===== config.mk =====
export PLATFORM = sky130hd
export DESIGN_NAME = tbst_ctl
export DESIGN_NICKNAME = d
export VERILOG_FILES = /design/src/rtl/tbst_pkg.sv /design/src/rtl/tbst_ctl.sv
export SDC_FILE = /design/constraint.sdc
export NUM_CORES = 1
export LEC_CHECK = 0
export BUFFER_PORTS_ARGS = -buffer_cell sky130_fd_sc_hd__buf_4
export CORE_AREA = 10 10 47 49
export DETAILED_ROUTE_END_ITERATION = 8
export DIE_AREA = 0 0 57 59
export PLACE_DENSITY = 0.3
export SLEW_MARGIN = 20
export SYNTH_ARGS = -nofsm -noshare
export SYNTH_HDL_FRONTEND = slang
export SYNTH_SLANG_ARGS = --single-unit

===== constraint.sdc =====
create_clock -name clk -period 1.4 [get_ports clk]
set_input_delay 0.21 -clock clk [delete_from_list [all_inputs] [get_ports clk]]
set_output_delay 0.21 -clock clk [all_outputs]
set_load 0.02 [all_outputs]

===== src/rtl/tbst_pkg.sv =====
// Shared types and constants for the timed ban set table.
package tbst_pkg;

  localparam int KEY_W = 32;
  localparam int STAMP_W = 64;
  localparam int IDX_W = 10;
  localparam int CFG_IDX_W = 1;
  localparam int CFG_DATA_W = 64;

  localparam logic CMD_LOOKUP = 1'b0;
  localparam logic CMD_ADD = 1'b1;

  localparam logic [CFG_IDX_W-1:0] CFG_BAN_TIME = 1'b0;
  localparam logic [CFG_IDX_W-1:0] CFG_REFRESH_ON_HIT = 1'b1;

  typedef enum logic [2:0] {
    ST_PRESENT = 3'd0,
    ST_ABSENT  = 3'd1,
    ST_EXPIRED = 3'd2,
    ST_ADDED   = 3'd3,
    ST_FULL    = 3'd4
  } status_t;

  typedef enum logic [1:0] {
    S_CLEAR,
    S_IDLE,
    S_EXEC
  } ctl_state_t;

  typedef struct packed {
    logic accept;
    logic exec;
    logic clear;
  } tbst_cmd_t;

  typedef struct packed {
    logic clear_last;
  } tbst_stat_t;

endpackage


===== src/rtl/tbst_ctl.sv =====
// Controller: clearing pass, request accept and bucket update sequencing.
module tbst_ctl (
  input  logic                clk,
  input  logic                rst,
  input  logic                req_valid,
  output logic                req_ready,
  output logic                rsp_valid,
  input  logic                rsp_ready,
  input  tbst_pkg::tbst_stat_t stat,
  output tbst_pkg::tbst_cmd_t  cmd
);
  import tbst_pkg::*;

  ctl_state_t state, state_next;
  logic       rsp_valid_next;
  logic       fire;

  assign fire = (state == S_EXEC) && (!rsp_valid || rsp_ready);

  always_comb begin
    state_next = state;
    unique case (state)
      S_CLEAR: if (stat.clear_last) state_next = S_IDLE;
      S_IDLE:  if (req_valid) state_next = S_EXEC;
      S_EXEC:  if (fire) state_next = S_IDLE;
      default: state_next = S_CLEAR;
    endcase
  end

  always_comb begin
    req_ready  = (state == S_IDLE);
    cmd.accept = (state == S_IDLE) && req_valid;
    cmd.exec   = fire;
    cmd.clear  = (state == S_CLEAR);
    if (fire) begin
      rsp_valid_next = 1'b1;
    end else if (rsp_ready) begin
      rsp_valid_next = 1'b0;
    end else begin
      rsp_valid_next = rsp_valid;
    end
  end

  always_ff @(posedge clk) begin
    if (rst) begin
      state     <= S_CLEAR;
      rsp_valid <= 1'b0;
    end else begin
      state     <= state_next;
      rsp_valid <= rsp_valid_next;
    end
  end

endmodule


Word level (Yosys, flattened, before mapping)
Cells that the tools add are included.
Storage, ports and cells
  flip-flop bits (word level): 3
Cells by class
  equality and inequality tests: 5
  mux-type cells: 6
  reductions and logical operators: 7
Operator list (count)
  two-way mux 2 bit: 3
  != test 2 bit, second input constant: 3
  case mux 2 bit (3 select lines): 1
  AND reduction 3 bit: 1
  == test 2 x 1 -> 1 bit, second input constant: 1
  == test 2 bit, second input constant: 1
  logical AND 1 bit: 2
  zero test 2 bit: 1
  two-way mux 1 bit: 2
  nonzero test 2 bit: 1
  zero test 1 bit: 1
  logical OR 1 bit: 1

Depth between registers and ports, before layout
Gate-level depths: netlist (run 1).
  depth after elaboration: 5
  gate-level depth with buffers: 3
  gate-level depth less buffers: 2

Worst setup path before layout (run 1)
OpenSTA, ideal clock, no wires.
  path kind: register to output
  start point: register state[1]
  end point: output cmd[1] in the netlist's numbering
  data arrival time: 853 ps
  required time: 1190 ps
  path slack: 337 ps
  cell stages (with the launch flop): 4
  cells stage by stage: dfxtp_1 or2b_1 nor2b_1 buf_4
On the way
  cells in the longest elaborated chain, start to end: 2
Ends and longest elaborated chain
  from (decl): RTL line tbst_ctl.sv:14  | ctl_state_t state, state_next;
  from (signal assigned): RTL line tbst_ctl.sv:49  | state <= state_next;
  == test 2 bit: RTL line tbst_ctl.sv:18  | assign fire = (state == S_EXEC) && (!rsp_valid || rsp_ready);
  logical AND 1 bit: RTL line tbst_ctl.sv:18
  to (decl): RTL line tbst_ctl.sv:10  | output tbst_pkg::tbst_cmd_t cmd
No other way between the ends.

==> results of run 1 <==
[placed cells by master (no fill, tap or decap)]
master and n:
nor4bb_1 1, dfxtp_2 1, nor2b_1 1, buf_4 9, or2b_1 1, o21ba_2 1, and2b_1 1, clkbuf_1 1
and3b_2 2, clkbuf_4 3, o41ai_1 1, nand2b_1 1, or4b_1 1, a21oi_1 1, dfxtp_1 2, nor2_1 2
[logic make-up (layout without fill, tap and decap cells)]
logic type / Yosys count / after routing / synth area share [%]
AND/OR/NAND/NOR: 10 / 10 / 45.12
AO/OA/AOI/OAI: 3 / 3 / 14.28
flip-flops: 3 / 3 / 36.09
buffers and inverters: 1 / 13 / 4.513
[power groups by stage]
| stage | Sequential (W) | Combinational (W) | Clock (W) |
|---|---|---|---|
| final | 0.0000979 | 0.0000543 | 0.000148 |
| after global routing | 0.0000989 | 0.0000584 | 0.000164 |
| after CTS | 0.0000975 | 0.0000559 | 0.000157 |
| after detailed placement | 0.0000989 | 0.0000558 | 0 |
| after global placement | 0.0000989 | 0.0000556 | 0 |
| after floorplan | 0.0000978 | 0.0000280 | 0 |
[flip-flops by register name, summed over array words and instances (netlist names)]
name       count
rsp_valid      1
state          2
[routing by layer]
layer	vias up	part of all wire, %	wire length, µm
met2	2	62	301
met5	-	0	0
li1	84	-	-
met4	0	0	0
met1	72	34	166
met3	0	2.7	13
[final cells by class]
cell class                 count  area (µm²)  share of cell area (%)
sequential                     3       61.31                   22.37
clock buffer                   4       26.28                   9.589
multi-input combinational     13       98.84                   36.07
timing repair buffer           9       67.56                   24.66
tap                           16       20.02                   7.306
[worst register-to-register path: cells and delay by family (launching register included)]
kind / cells / cell delay [ns]
AOI/OAI and AO/OA: 1 / 0.08
DFF: 1 / 0.41
and+or+nand+nor: 1 / 0.45
[metrics by stage]
| step | hold slack (ns) | power, W |
|---|---|---|
| finish | 0.1669 | 0.0003002 |
| global route | 0.1802 | 0.0003214 |
| CTS | 0.1613 | 0.0003102 |
| detailed placement | 0.4071 | 0.0001547 |
| global placement | 0.4123 | 0.0001545 |
| floorplan | 0.2791 | 0.0001258 |
[timing repair]
action,CTS,global route
endpoints found under the hold margin,0,0
resized for setup,0,1
setup endpoints to repair,0,1
[path summary, 6_finish.rpt]
path | to | slack [ns] | depth (start not counted)
setup reg to reg | state[0]$_SDFFE_PP0P_ | 0.35 | 2
hold / removal | rsp_valid$_SDFFE_PP0P_ | 0.17 | 2
setup / recovery | cmd[1] | 0.09 | 3
hold reg to reg | rsp_valid$_SDFFE_PP0P_ | 0.51 | 2
==> flow_metrics.tcl, run 1 <==
set metrics [dict create \
    remaining_drc_errors 0 \
    diodes 0 \
    cts-root-to-sink-buffers 2 \
    worst_skew_pair.late_latency_ns 0.23 \
    worstSetupPathType "flip-flop to primary output" \
    initialDrtViolationCount 1 \
    num_io_pins 10 \
    worst_path_dominant_cell_family "flip-flops" \
    cpPeakStageDelay_ns 0.36 \
    yosys_top_cell_area_share_pct 36.09 \
    hold_path_class "input pin to flip-flop" \
    busiest_grt_layer "met2" \
    p_int_w 0.0002270 \
    synth.cells.most_frequent "dfxtp_1 (3), and3b_2 (2), nor2_1 (2)" \
    core_mm2 0.001401 \
    mappedNetlistNets 22 \
    floorplan.die.width_um 57 \
    netlist.top_cell.by_area "dfxtp_1" \
    finish.instance_area_um2 274.0 \
    yosysWarningCount 0 \
    switching_share_pct 24.39 \
    netlist_instances 17 \
    timing.final.setup_violations 0 \
    critical_path_arrival_ns 1.10 \
    comb_power_share_pct 18.1 \
    antenna_violating_nets_post_route 0 \
    cp.required_ns 1.19 \
    first_global_vias 197 \
    static-leakage-power_nw 0.1210 \
    cp_num_buf_inv 1 \
    hold_viol_final 0 \
    post_synth_main_area_contributors "dfxtp_1 (36%), and3b_2 (12%), nor4bb_1 (6.0%), o21ba_2 (6.0%), or4b_1 (6.0%)" \
    crit_slowest_cell "dfxtp_2" \
    numPortBuffers 9 \
    grt.overflow.total 0 \
    numClockSinks 3 \
    worst_r2r_startpoint "state[0]$_SDFFE_PP0P_" \
    die-area_mm2 0.003363 \
    grt_use_met2_pct 5.271 \
    number_of_distinct_library_cells_after_synthesis 13 \
    floorplan.initialDensity_pct 11.88 \
    placed_cells_incl_taps 41 \
    drv_slew 0 \
    grt_max_degree 9 \
    fmax_ghz 0.7620 \
    crit_path_end_kind "primary output" \
    avgViaCountPerCell 3.511 \
    final_cell_count_no_fill 45 \
    clk_transition_reported_paths_ns 0.04 \
    layout-drive-gt1-share_pct 55.17 \
    synth_enable_flop_cells 0 \
    cts-root-buf "clkbuf_4" \
    routed-via-count 158 \
    period_minus_slack_ns 1.312 \
    ys_seq_elements 3 \
    fin_setup_tns_ns 0 \
    gp_congestion 0.6692 \
    finalCoreUtilization_pct 19.55 \
    postCtsSetupBuffers 0 \
    grt.met1_usage_pct 2.358 \
    vdd.ir_drop.worst_mv 0.3506 \
    synthMostInstantiatedCell "dfxtp_1" \
    ctsHoldBuffers 0 \
    clock_group_share_of_total_power_pct 49.3 \
    cts_max_level 1 \
    antenna_found_initial 0 \
    area_growth_syn_to_layout_pct 64.66 \
    timing.critical_path.fanout_max 8 \
    grt_first_pass_wirelength_um 779 \
    floorplan.die.height_um 59 \
    placement_cell_area_um2 246.5 \
    detail_route.wirelength_um 482 \
    gr-usage-met3_pct 1.931 \
    final.fill_count 165 \
    grt_setup_unrepaired "no" \
    p_sw_w 0.00007322 \
    worst_slew_pin_slew_ns 0.2811 \
    wl_per_instance_um 10.71 \
    layout_setup_ws_ns 0.08773 \
    min_period_over_period_pct 93.73 \
    status "finished, final reports clean" \
    cp-start-kind "flip-flop" \
    skew_ns 0.001490 \
    power_frac_seq_pct 32.6 \
    syn_area_um2 166.4 \
    syn_avg_cell_area_um2 9.789 \
    cp_cell_sequence "or2b_1 > nor2b_1 > buf_4" \
    place_ws_ns 0.2562 \
    power.density_cell_area_mw_per_mm2 1095 \
    cts_tree "built" \
    final_nets 35 \
    grt_use_total_pct 3.103 \
    synth_ff_type "dfxtp_1" \
    timing.max_cap.violations 0 \
    min-delay-start "rst" \
    critPathLaunch "state[1]$_SDFFE_PP0P_" \
    std_cell_rows 14 \
    firstDrtPassIters 2 \
    synth-async-reset-ratio_pct 0 \
    cts_buffers 3 \
    synth-seq-area-share_pct 36.09 \
    worst_slew_margin_rel_pct 81.01 \
]
No activity file was read; power rests on OpenSTA's default activity.
==> run 2: changes to the inputs <==
--- a/config.mk
+++ b/config.mk
@@ -9,6 +9,7 @@
 export CORE_AREA = 10 10 47 49
 export DETAILED_ROUTE_END_ITERATION = 8
 export DIE_AREA = 0 0 57 59
+export GPL_ROUTABILITY_DRIVEN = 0
 export PLACE_DENSITY = 0.3
 export SLEW_MARGIN = 20
 export SYNTH_ARGS = -nofsm -noshare
==> constraint.sdc (replaced) <==
create_clock -name clk -period 1.3 [get_ports clk]
set_input_delay 0.195 -clock clk [delete_from_list [all_inputs] [get_ports clk]]
set_output_delay 0.195 -clock clk [all_outputs]
set_load 0.02 [all_outputs]
==> run 2 against run 1 <==
Clock power grew 7%. Routed wire length grew 1.9%. Largest cell class unchanged. Critical path depth unchanged. Global-route usage grew 0.086 points. Count of clock-buffer cells in the layout unchanged. Via count increased by 7.6%. Sequential share of layout area is 0.15 points lower. Sequential cell count is the same. First-iteration DRC count unchanged.
==> flow_metrics.tcl, run 2 (synthesized netlist as in run 1, its figures left out) <==
set metrics [dict create \
    status "finished, final reports clean" \
    remaining_drc_errors 0 \
    static-leakage-power_nw 0.1311 \
    initialDrtViolationCount 1 \
    clk_transition_reported_paths_ns 0.03 \
    cpPeakStageDelay_ns 0.35 \
    largest_register_ffs 2 \
    cts-root-buf "clkbuf_4" \
    cts_max_level 1 \
    ctsHoldBuffers 0 \
    antenna_found_initial 0 \
    fmax_ghz 0.7871 \
    met3RoutedLength_um 13 \
    cts_tree "built" \
    sequential_cell_area_um2 65.06 \
    period_minus_slack_ns 1.271 \
    cts-root-to-sink-buffers 2 \
    worstSetupPathType "flip-flop to primary output" \
    firstDrtPassIters 2 \
    power.density_cell_area_mw_per_mm2 1107 \
    hold_viol_final 0 \
    detail_route.wirelength_um 491 \
    layout_common_cells "buf_4 (11), clkbuf_4 (3), nor2_1 (2), and3b_2 (2)" \
    min_period_over_period_pct 97.73 \
    grt_first_pass_wirelength_um 807 \
    numClockSinks 3 \
    die-area_mm2 0.003363 \
    worst_slew_pin_slew_ns 0.2851 \
    antenna_violating_nets_post_route 0 \
    cp_num_buf_inv 1 \
    numPortBuffers 9 \
    timing.final.setup_violations 0 \
    worst_skew_pair.late_latency_ns 0.23 \
    skew_ns 0.0002306 \
    floorplan.die.width_um 57 \
    floorplan.die.height_um 59 \
    cp_cell_sequence "or2b_1 > nor2b_1 > buf_4" \
    worst_slew_margin_rel_pct 80.75 \
    grt_max_degree 8 \
    timing.critical_path.fanout_max 5 \
    grt_setup_unrepaired "yes" \
    floorplan.initialDensity_pct 11.88 \
    avgViaCountPerCell 3.617 \
    diodes 0 \
    drv_slew 0 \
    finalCoreUtilization_pct 20.89 \
    cp-start-kind "flip-flop" \
    area_growth_syn_to_layout_pct 75.94 \
    first_global_vias 208 \
    timing.max_cap.violations 0 \
    final.fill_count 163 \
    grt.overflow.total 0 \
    cp.required_ns 1.11 \
    cts_buffers 3 \
    crit_slowest_cell "dfxtp_4" \
    mostFrequentLayoutCell "buf_4" \
    layout-drive-gt1-share_pct 61.29 \
    vdd.ir_drop.worst_mv 0.3848 \
    routed-via-count 170 \
    final.hold.worst_slack_ns 0.1536 \
    wl_per_instance_um 10.45 \
    num_io_pins 10 \
    multi_input_comb_area_um2 98.84 \
    reg.largest.list "state x2, rsp_valid x1" \
    critical_path_arrival_ns 1.08 \
    worst_path_dominant_cell_family "simple AND/OR/NAND/NOR gates" \
    core_mm2 0.001401 \
    crit_path_end_kind "primary output" \
    grt_use_total_pct 3.190 \
    top_layer "met3" \
    final_nets 37 \
    met2RoutedLength_um 311 \
    met1_wirelength_um 165 \
    hold_path_class "input pin to flip-flop" \
    std_cell_rows 14 \
    largest_reg_by_ff_count "state" \
]
==> run 2: cell types whose count changed in the layout (fill, tap and decap cells not counted) <==
| cell | delta |
|---|---|
| buf_4 | +2 |
| dfxtp_4 | +1 |
| dfxtp_1 | -1 |
==> run 2: cell type report <==
class                      instances  share of cell area (%)
clock buffer                       4                   8.974
sequential                         3                   22.22
tap                               16                   6.838
multi-input combinational         13                   33.76
timing repair buffer              11                   28.21
==> run 2: what timing repair did <==
action                     in CTS  in global routing
gates resized for setup         3                  0
hold endpoints to repair        0                  0
setup buffers                   1                  1
setup endpoints to repair       1                  1
==> run 2: final timing paths <==
path | slack [ns] | cells past startpoint | end | from
hold reg to reg | 0.50 | 1 | state[0]$_SDFFE_PP0P_ | state[0]$_SDFFE_PP0P_
setup reg to reg | 0.12 | 3 | state[0]$_SDFFE_PP0P_ | state[1]$_SDFFE_PP0P_
setup / recovery | 0.03 | 3 | cmd[1] | state[1]$_SDFFE_PP0P_
hold / removal | 0.15 | 2 | rsp_valid$_SDFFE_PP0P_ | rst
==> run 2: worst reg2reg max path, cell delays in order (launching register included) <==
cell and delay, ns:
dfxtp_4 0.34, buf_4 0.14, or4b_1 0.51, o41ai_1 0.08
==> run 2: through the flow <==
stage / setup TNS, ns / cells / setup WS, ns / total power (W) / area (µm²)
final: 0 / 47 / 0.02948 / 0.0003242 / 292.8
after global routing: -0.06110 / 47 / -0.06110 / 0.0003493 / 292.8
after CTS: 0 / 46 / 0.01119 / 0.0003351 / 285.3
after detailed placement: 0 / 41 / 0.1712 / 0.0001666 / 246.5
after global placement: 0 / 41 / 0.1863 / 0.0001664 / 246.5
after floorplan: 0 / 17 / 0.2524 / 0.0001355 / 166.4
==> run 2: routing by layer <==
layer	GRT usage, %	vias to the layer above
li1	-	88
met1	2.358	80
met2	5.581	2
met3	1.931	0
met4	3.020	0
met5	0	-
==> run 2: report_power, final <==
| group | total (W) | internal [W] | switching (W) | leakage [nW] |
|---|---|---|---|---|
| combinational | 0.0000624 | 0.0000341 | 0.0000283 | 0.0906 |
| sequential | 0.000104 | 0.0000974 | 0.00000640 | 0.0256 |
| clock | 0.000158 | 0.000115 | 0.0000433 | 0.0150 |
==> run 3: changes to the inputs <==
--- a/config.mk
+++ b/config.mk
@@ -6,9 +6,9 @@
 export NUM_CORES = 1
 export LEC_CHECK = 0
 export BUFFER_PORTS_ARGS = -buffer_cell sky130_fd_sc_hd__buf_4
-export CORE_AREA = 10 10 47 49
+export CORE_AREA = 2 2 39 41
 export DETAILED_ROUTE_END_ITERATION = 8
-export DIE_AREA = 0 0 57 59
+export DIE_AREA = 0 0 41 43
 export GPL_ROUTABILITY_DRIVEN = 0
 export PLACE_DENSITY = 0.3
 export SLEW_MARGIN = 20
==> constraint.sdc (replaced) <==
create_clock -name clk -period 1.3 [get_ports clk]
set_input_delay 0.195 -clock clk [delete_from_list [all_inputs] [get_ports clk]]
set_output_delay 0.195 -clock clk [all_outputs]
set_load 0.01 [all_outputs]
==> run 3 against run 2 <==
First-iteration DRC count fell by 100%. Total power fell by 2.6%. Final cell count did not move. Sequential share of layout area did not move. Core utilization rose by 0.26 points. Routed wire length fell by 22%. Clock skew rose by 0.0034 ns. Critical path type unchanged. Hold slack got worse by 0.011 ns. Sequential power barely moved. Count of clock-buffer cells in the layout did not move. Die area fell by 48%. Global-route usage rose by 3.0 points.
==> flow_metrics.tcl, run 3 (synthesized netlist as in run 1, its figures left out) <==
set metrics [dict create \
    ff2ff_path_depth 3 \
    first_global_vias 170 \
    worst_r2r_startpoint "state[1]$_SDFFE_PP0P_" \
    floorplan.die.height_um 43 \
    static-leakage-power_nw 0.1323 \
    reg_to_reg_end "state[0]$_SDFFE_PP0P_" \
    cts-root-to-sink-buffers 2 \
    timing.critical_path.fanout_max 5 \
    worst_hold_stages 2 \
    grt_setup_unrepaired "yes" \
    antenna_found_initial 0 \
    layout_common_cells "buf_4 (11), clkbuf_4 (3), nor2_1 (2), and3b_2 (2)" \
    mostFrequentLayoutCell "buf_4" \
    diodes 0 \
    die-area_mm2 0.001763 \
    grt.overflow.total 0 \
    remaining_drc_errors 0 \
    reg.largest.list "state x2, rsp_valid x1" \
    largest_reg_by_ff_count "state" \
    busiest_grt_layer "met4" \
    timing.max_cap.violations 0 \
    critical_path_arrival_ns 1.05 \
    min_period_over_period_pct 95.94 \
    crit_path_end_kind "primary output" \
    vdd.ir_drop.worst_mv 0.2942 \
    detail_route.wirelength_um 381 \
    routed-via-count 167 \
    r2r_slack_ns 0.13 \
    sequential_cell_area_um2 65.06 \
    numClockSinks 3 \
    firstDrtPassIters 1 \
    antenna_violating_nets_post_route 0 \
    cp.required_ns 1.11 \
    status "finished, final reports clean" \
    worst_slew_pin_slew_ns 0.2899 \
    cts_tree "built" \
    place_ws_ns 0.2112 \
    core_mm2 0.001384 \
    min_to "rsp_valid$_SDFFE_PP0P_" \
    worst_skew_pair.late_latency_ns 0.23 \
    power.density_cell_area_mw_per_mm2 1079 \
    grt_max_degree 9 \
    avgViaCountPerCell 3.553 \
    cp-start-kind "flip-flop" \
    worst_slew_margin_rel_pct 80.42 \
    cts_max_level 1 \
    initialDrtViolationCount 0 \
    gr-usage-met3_pct 4.712 \
    period_minus_slack_ns 1.247 \
    worstSetupPathType "flip-flop to primary output" \
    final.fill_count 156 \
    cts_buffers 3 \
    multi_input_comb_area_um2 98.84 \
    fmax_ghz 0.8018 \
    layout-drive-gt1-share_pct 61.29 \
    largest_register_ffs 2 \
    clk_transition_reported_paths_ns 0.04 \
    grt_use_met2_pct 7.813 \
    timing.final.setup_violations 0 \
    grt.met1_usage_pct 5.145 \
    hold_viol_final 0 \
    ctsHoldBuffers 0 \
    finalPower_w 0.0003158 \
    skew_ns 0.003608 \
    layout_setup_ws_ns 0.05274 \
    cts-root-buf "clkbuf_4" \
    area_growth_syn_to_layout_pct 75.94 \
    numPortBuffers 9 \
    final_nets 37 \
    wl_per_instance_um 8.106 \
    min-delay-start "rst" \
    drv_slew 0 \
    floorplan.die.width_um 41 \
    grt_first_pass_wirelength_um 648 \
    floorplan.initialDensity_pct 12.03 \
    grt_use_total_pct 6.225 \
    std_cell_rows 14 \
    hold_path_class "input pin to flip-flop" \
    num_io_pins 10 \
]
run 3: cell counts in the layout (fill, tap and decap cells not counted):
No cell type changed its count.
run 3: worst max-delay path, stage by stage, from the launching register on:
cell and delay, ns:
dfxtp_4 0.34, buf_4 0.13, and3b_2 0.24, buf_4 0.12
run 3: worst max path at each step:
stage | from | end
after floorplan | state[1]$_SDFFE_PP0P_ | cmd[1]
after global placement | state[1]$_SDFFE_PP0P_ | cmd[1]
after detailed placement | state[1]$_SDFFE_PP0P_ | cmd[1]
after CTS | state[1]$_SDFFE_PP0P_ | cmd[1]
after global routing | state[1]$_SDFFE_PP0P_ | cmd[1]
final | state[1]$_SDFFE_PP0P_ | cmd[2]
run 3: power by group:
| group | leakage, nW | switching, W | total, W | internal (W) |
|---|---|---|---|---|
| sequential | 0.0256 | 0.00000641 | 0.000104 | 0.0000974 |
| combinational | 0.0917 | 0.0000191 | 0.0000529 | 0.0000338 |
| clock | 0.0150 | 0.0000443 | 0.000159 | 0.000115 |
| total | 0.132 | 0.0000698 | 0.000316 | 0.000246 |
run 3: per-stage QoR:
stage / util, % / TNS [ns] / cell area [µm²] / hold slack (ns) / instances
after floorplan: - / 0 / 166.4 / 0.2641 / 17
after global placement: 17.81 / 0 / 246.5 / 0.3889 / 41
after detailed placement: 17.81 / 0 / 246.5 / 0.3833 / 41
after CTS: 19.80 / 0 / 274.0 / 0.1349 / 45
after global routing: 21.16 / -0.01762 / 292.8 / 0.1481 / 47
final: 21.16 / 0 / 292.8 / 0.1423 / 47
run 3: layout make-up:
| cell class | count | area share (%) |
|---|---|---|
| Clock buffer | 4 | 8.974 |
| Timing Repair Buffer | 11 | 28.21 |
| Sequential cell | 3 | 22.22 |
| Multi-Input combinational cell | 13 | 33.76 |
| Tap cell | 16 | 6.838 |
run 3: routing by layer:
metal | routed length, µm | vias up
met5 | 0 | -
met4 | 0 | 0
met3 | 24 | 0
met2 | 229 | 2
met1 | 127 | 76
li1 | - | 89
run 3: repair_timing:
item                                    4_1_cts  5_1_grt
gates resized for setup                       1        2
endpoints found under the setup margin        1        1
setup buffers                                 0        2
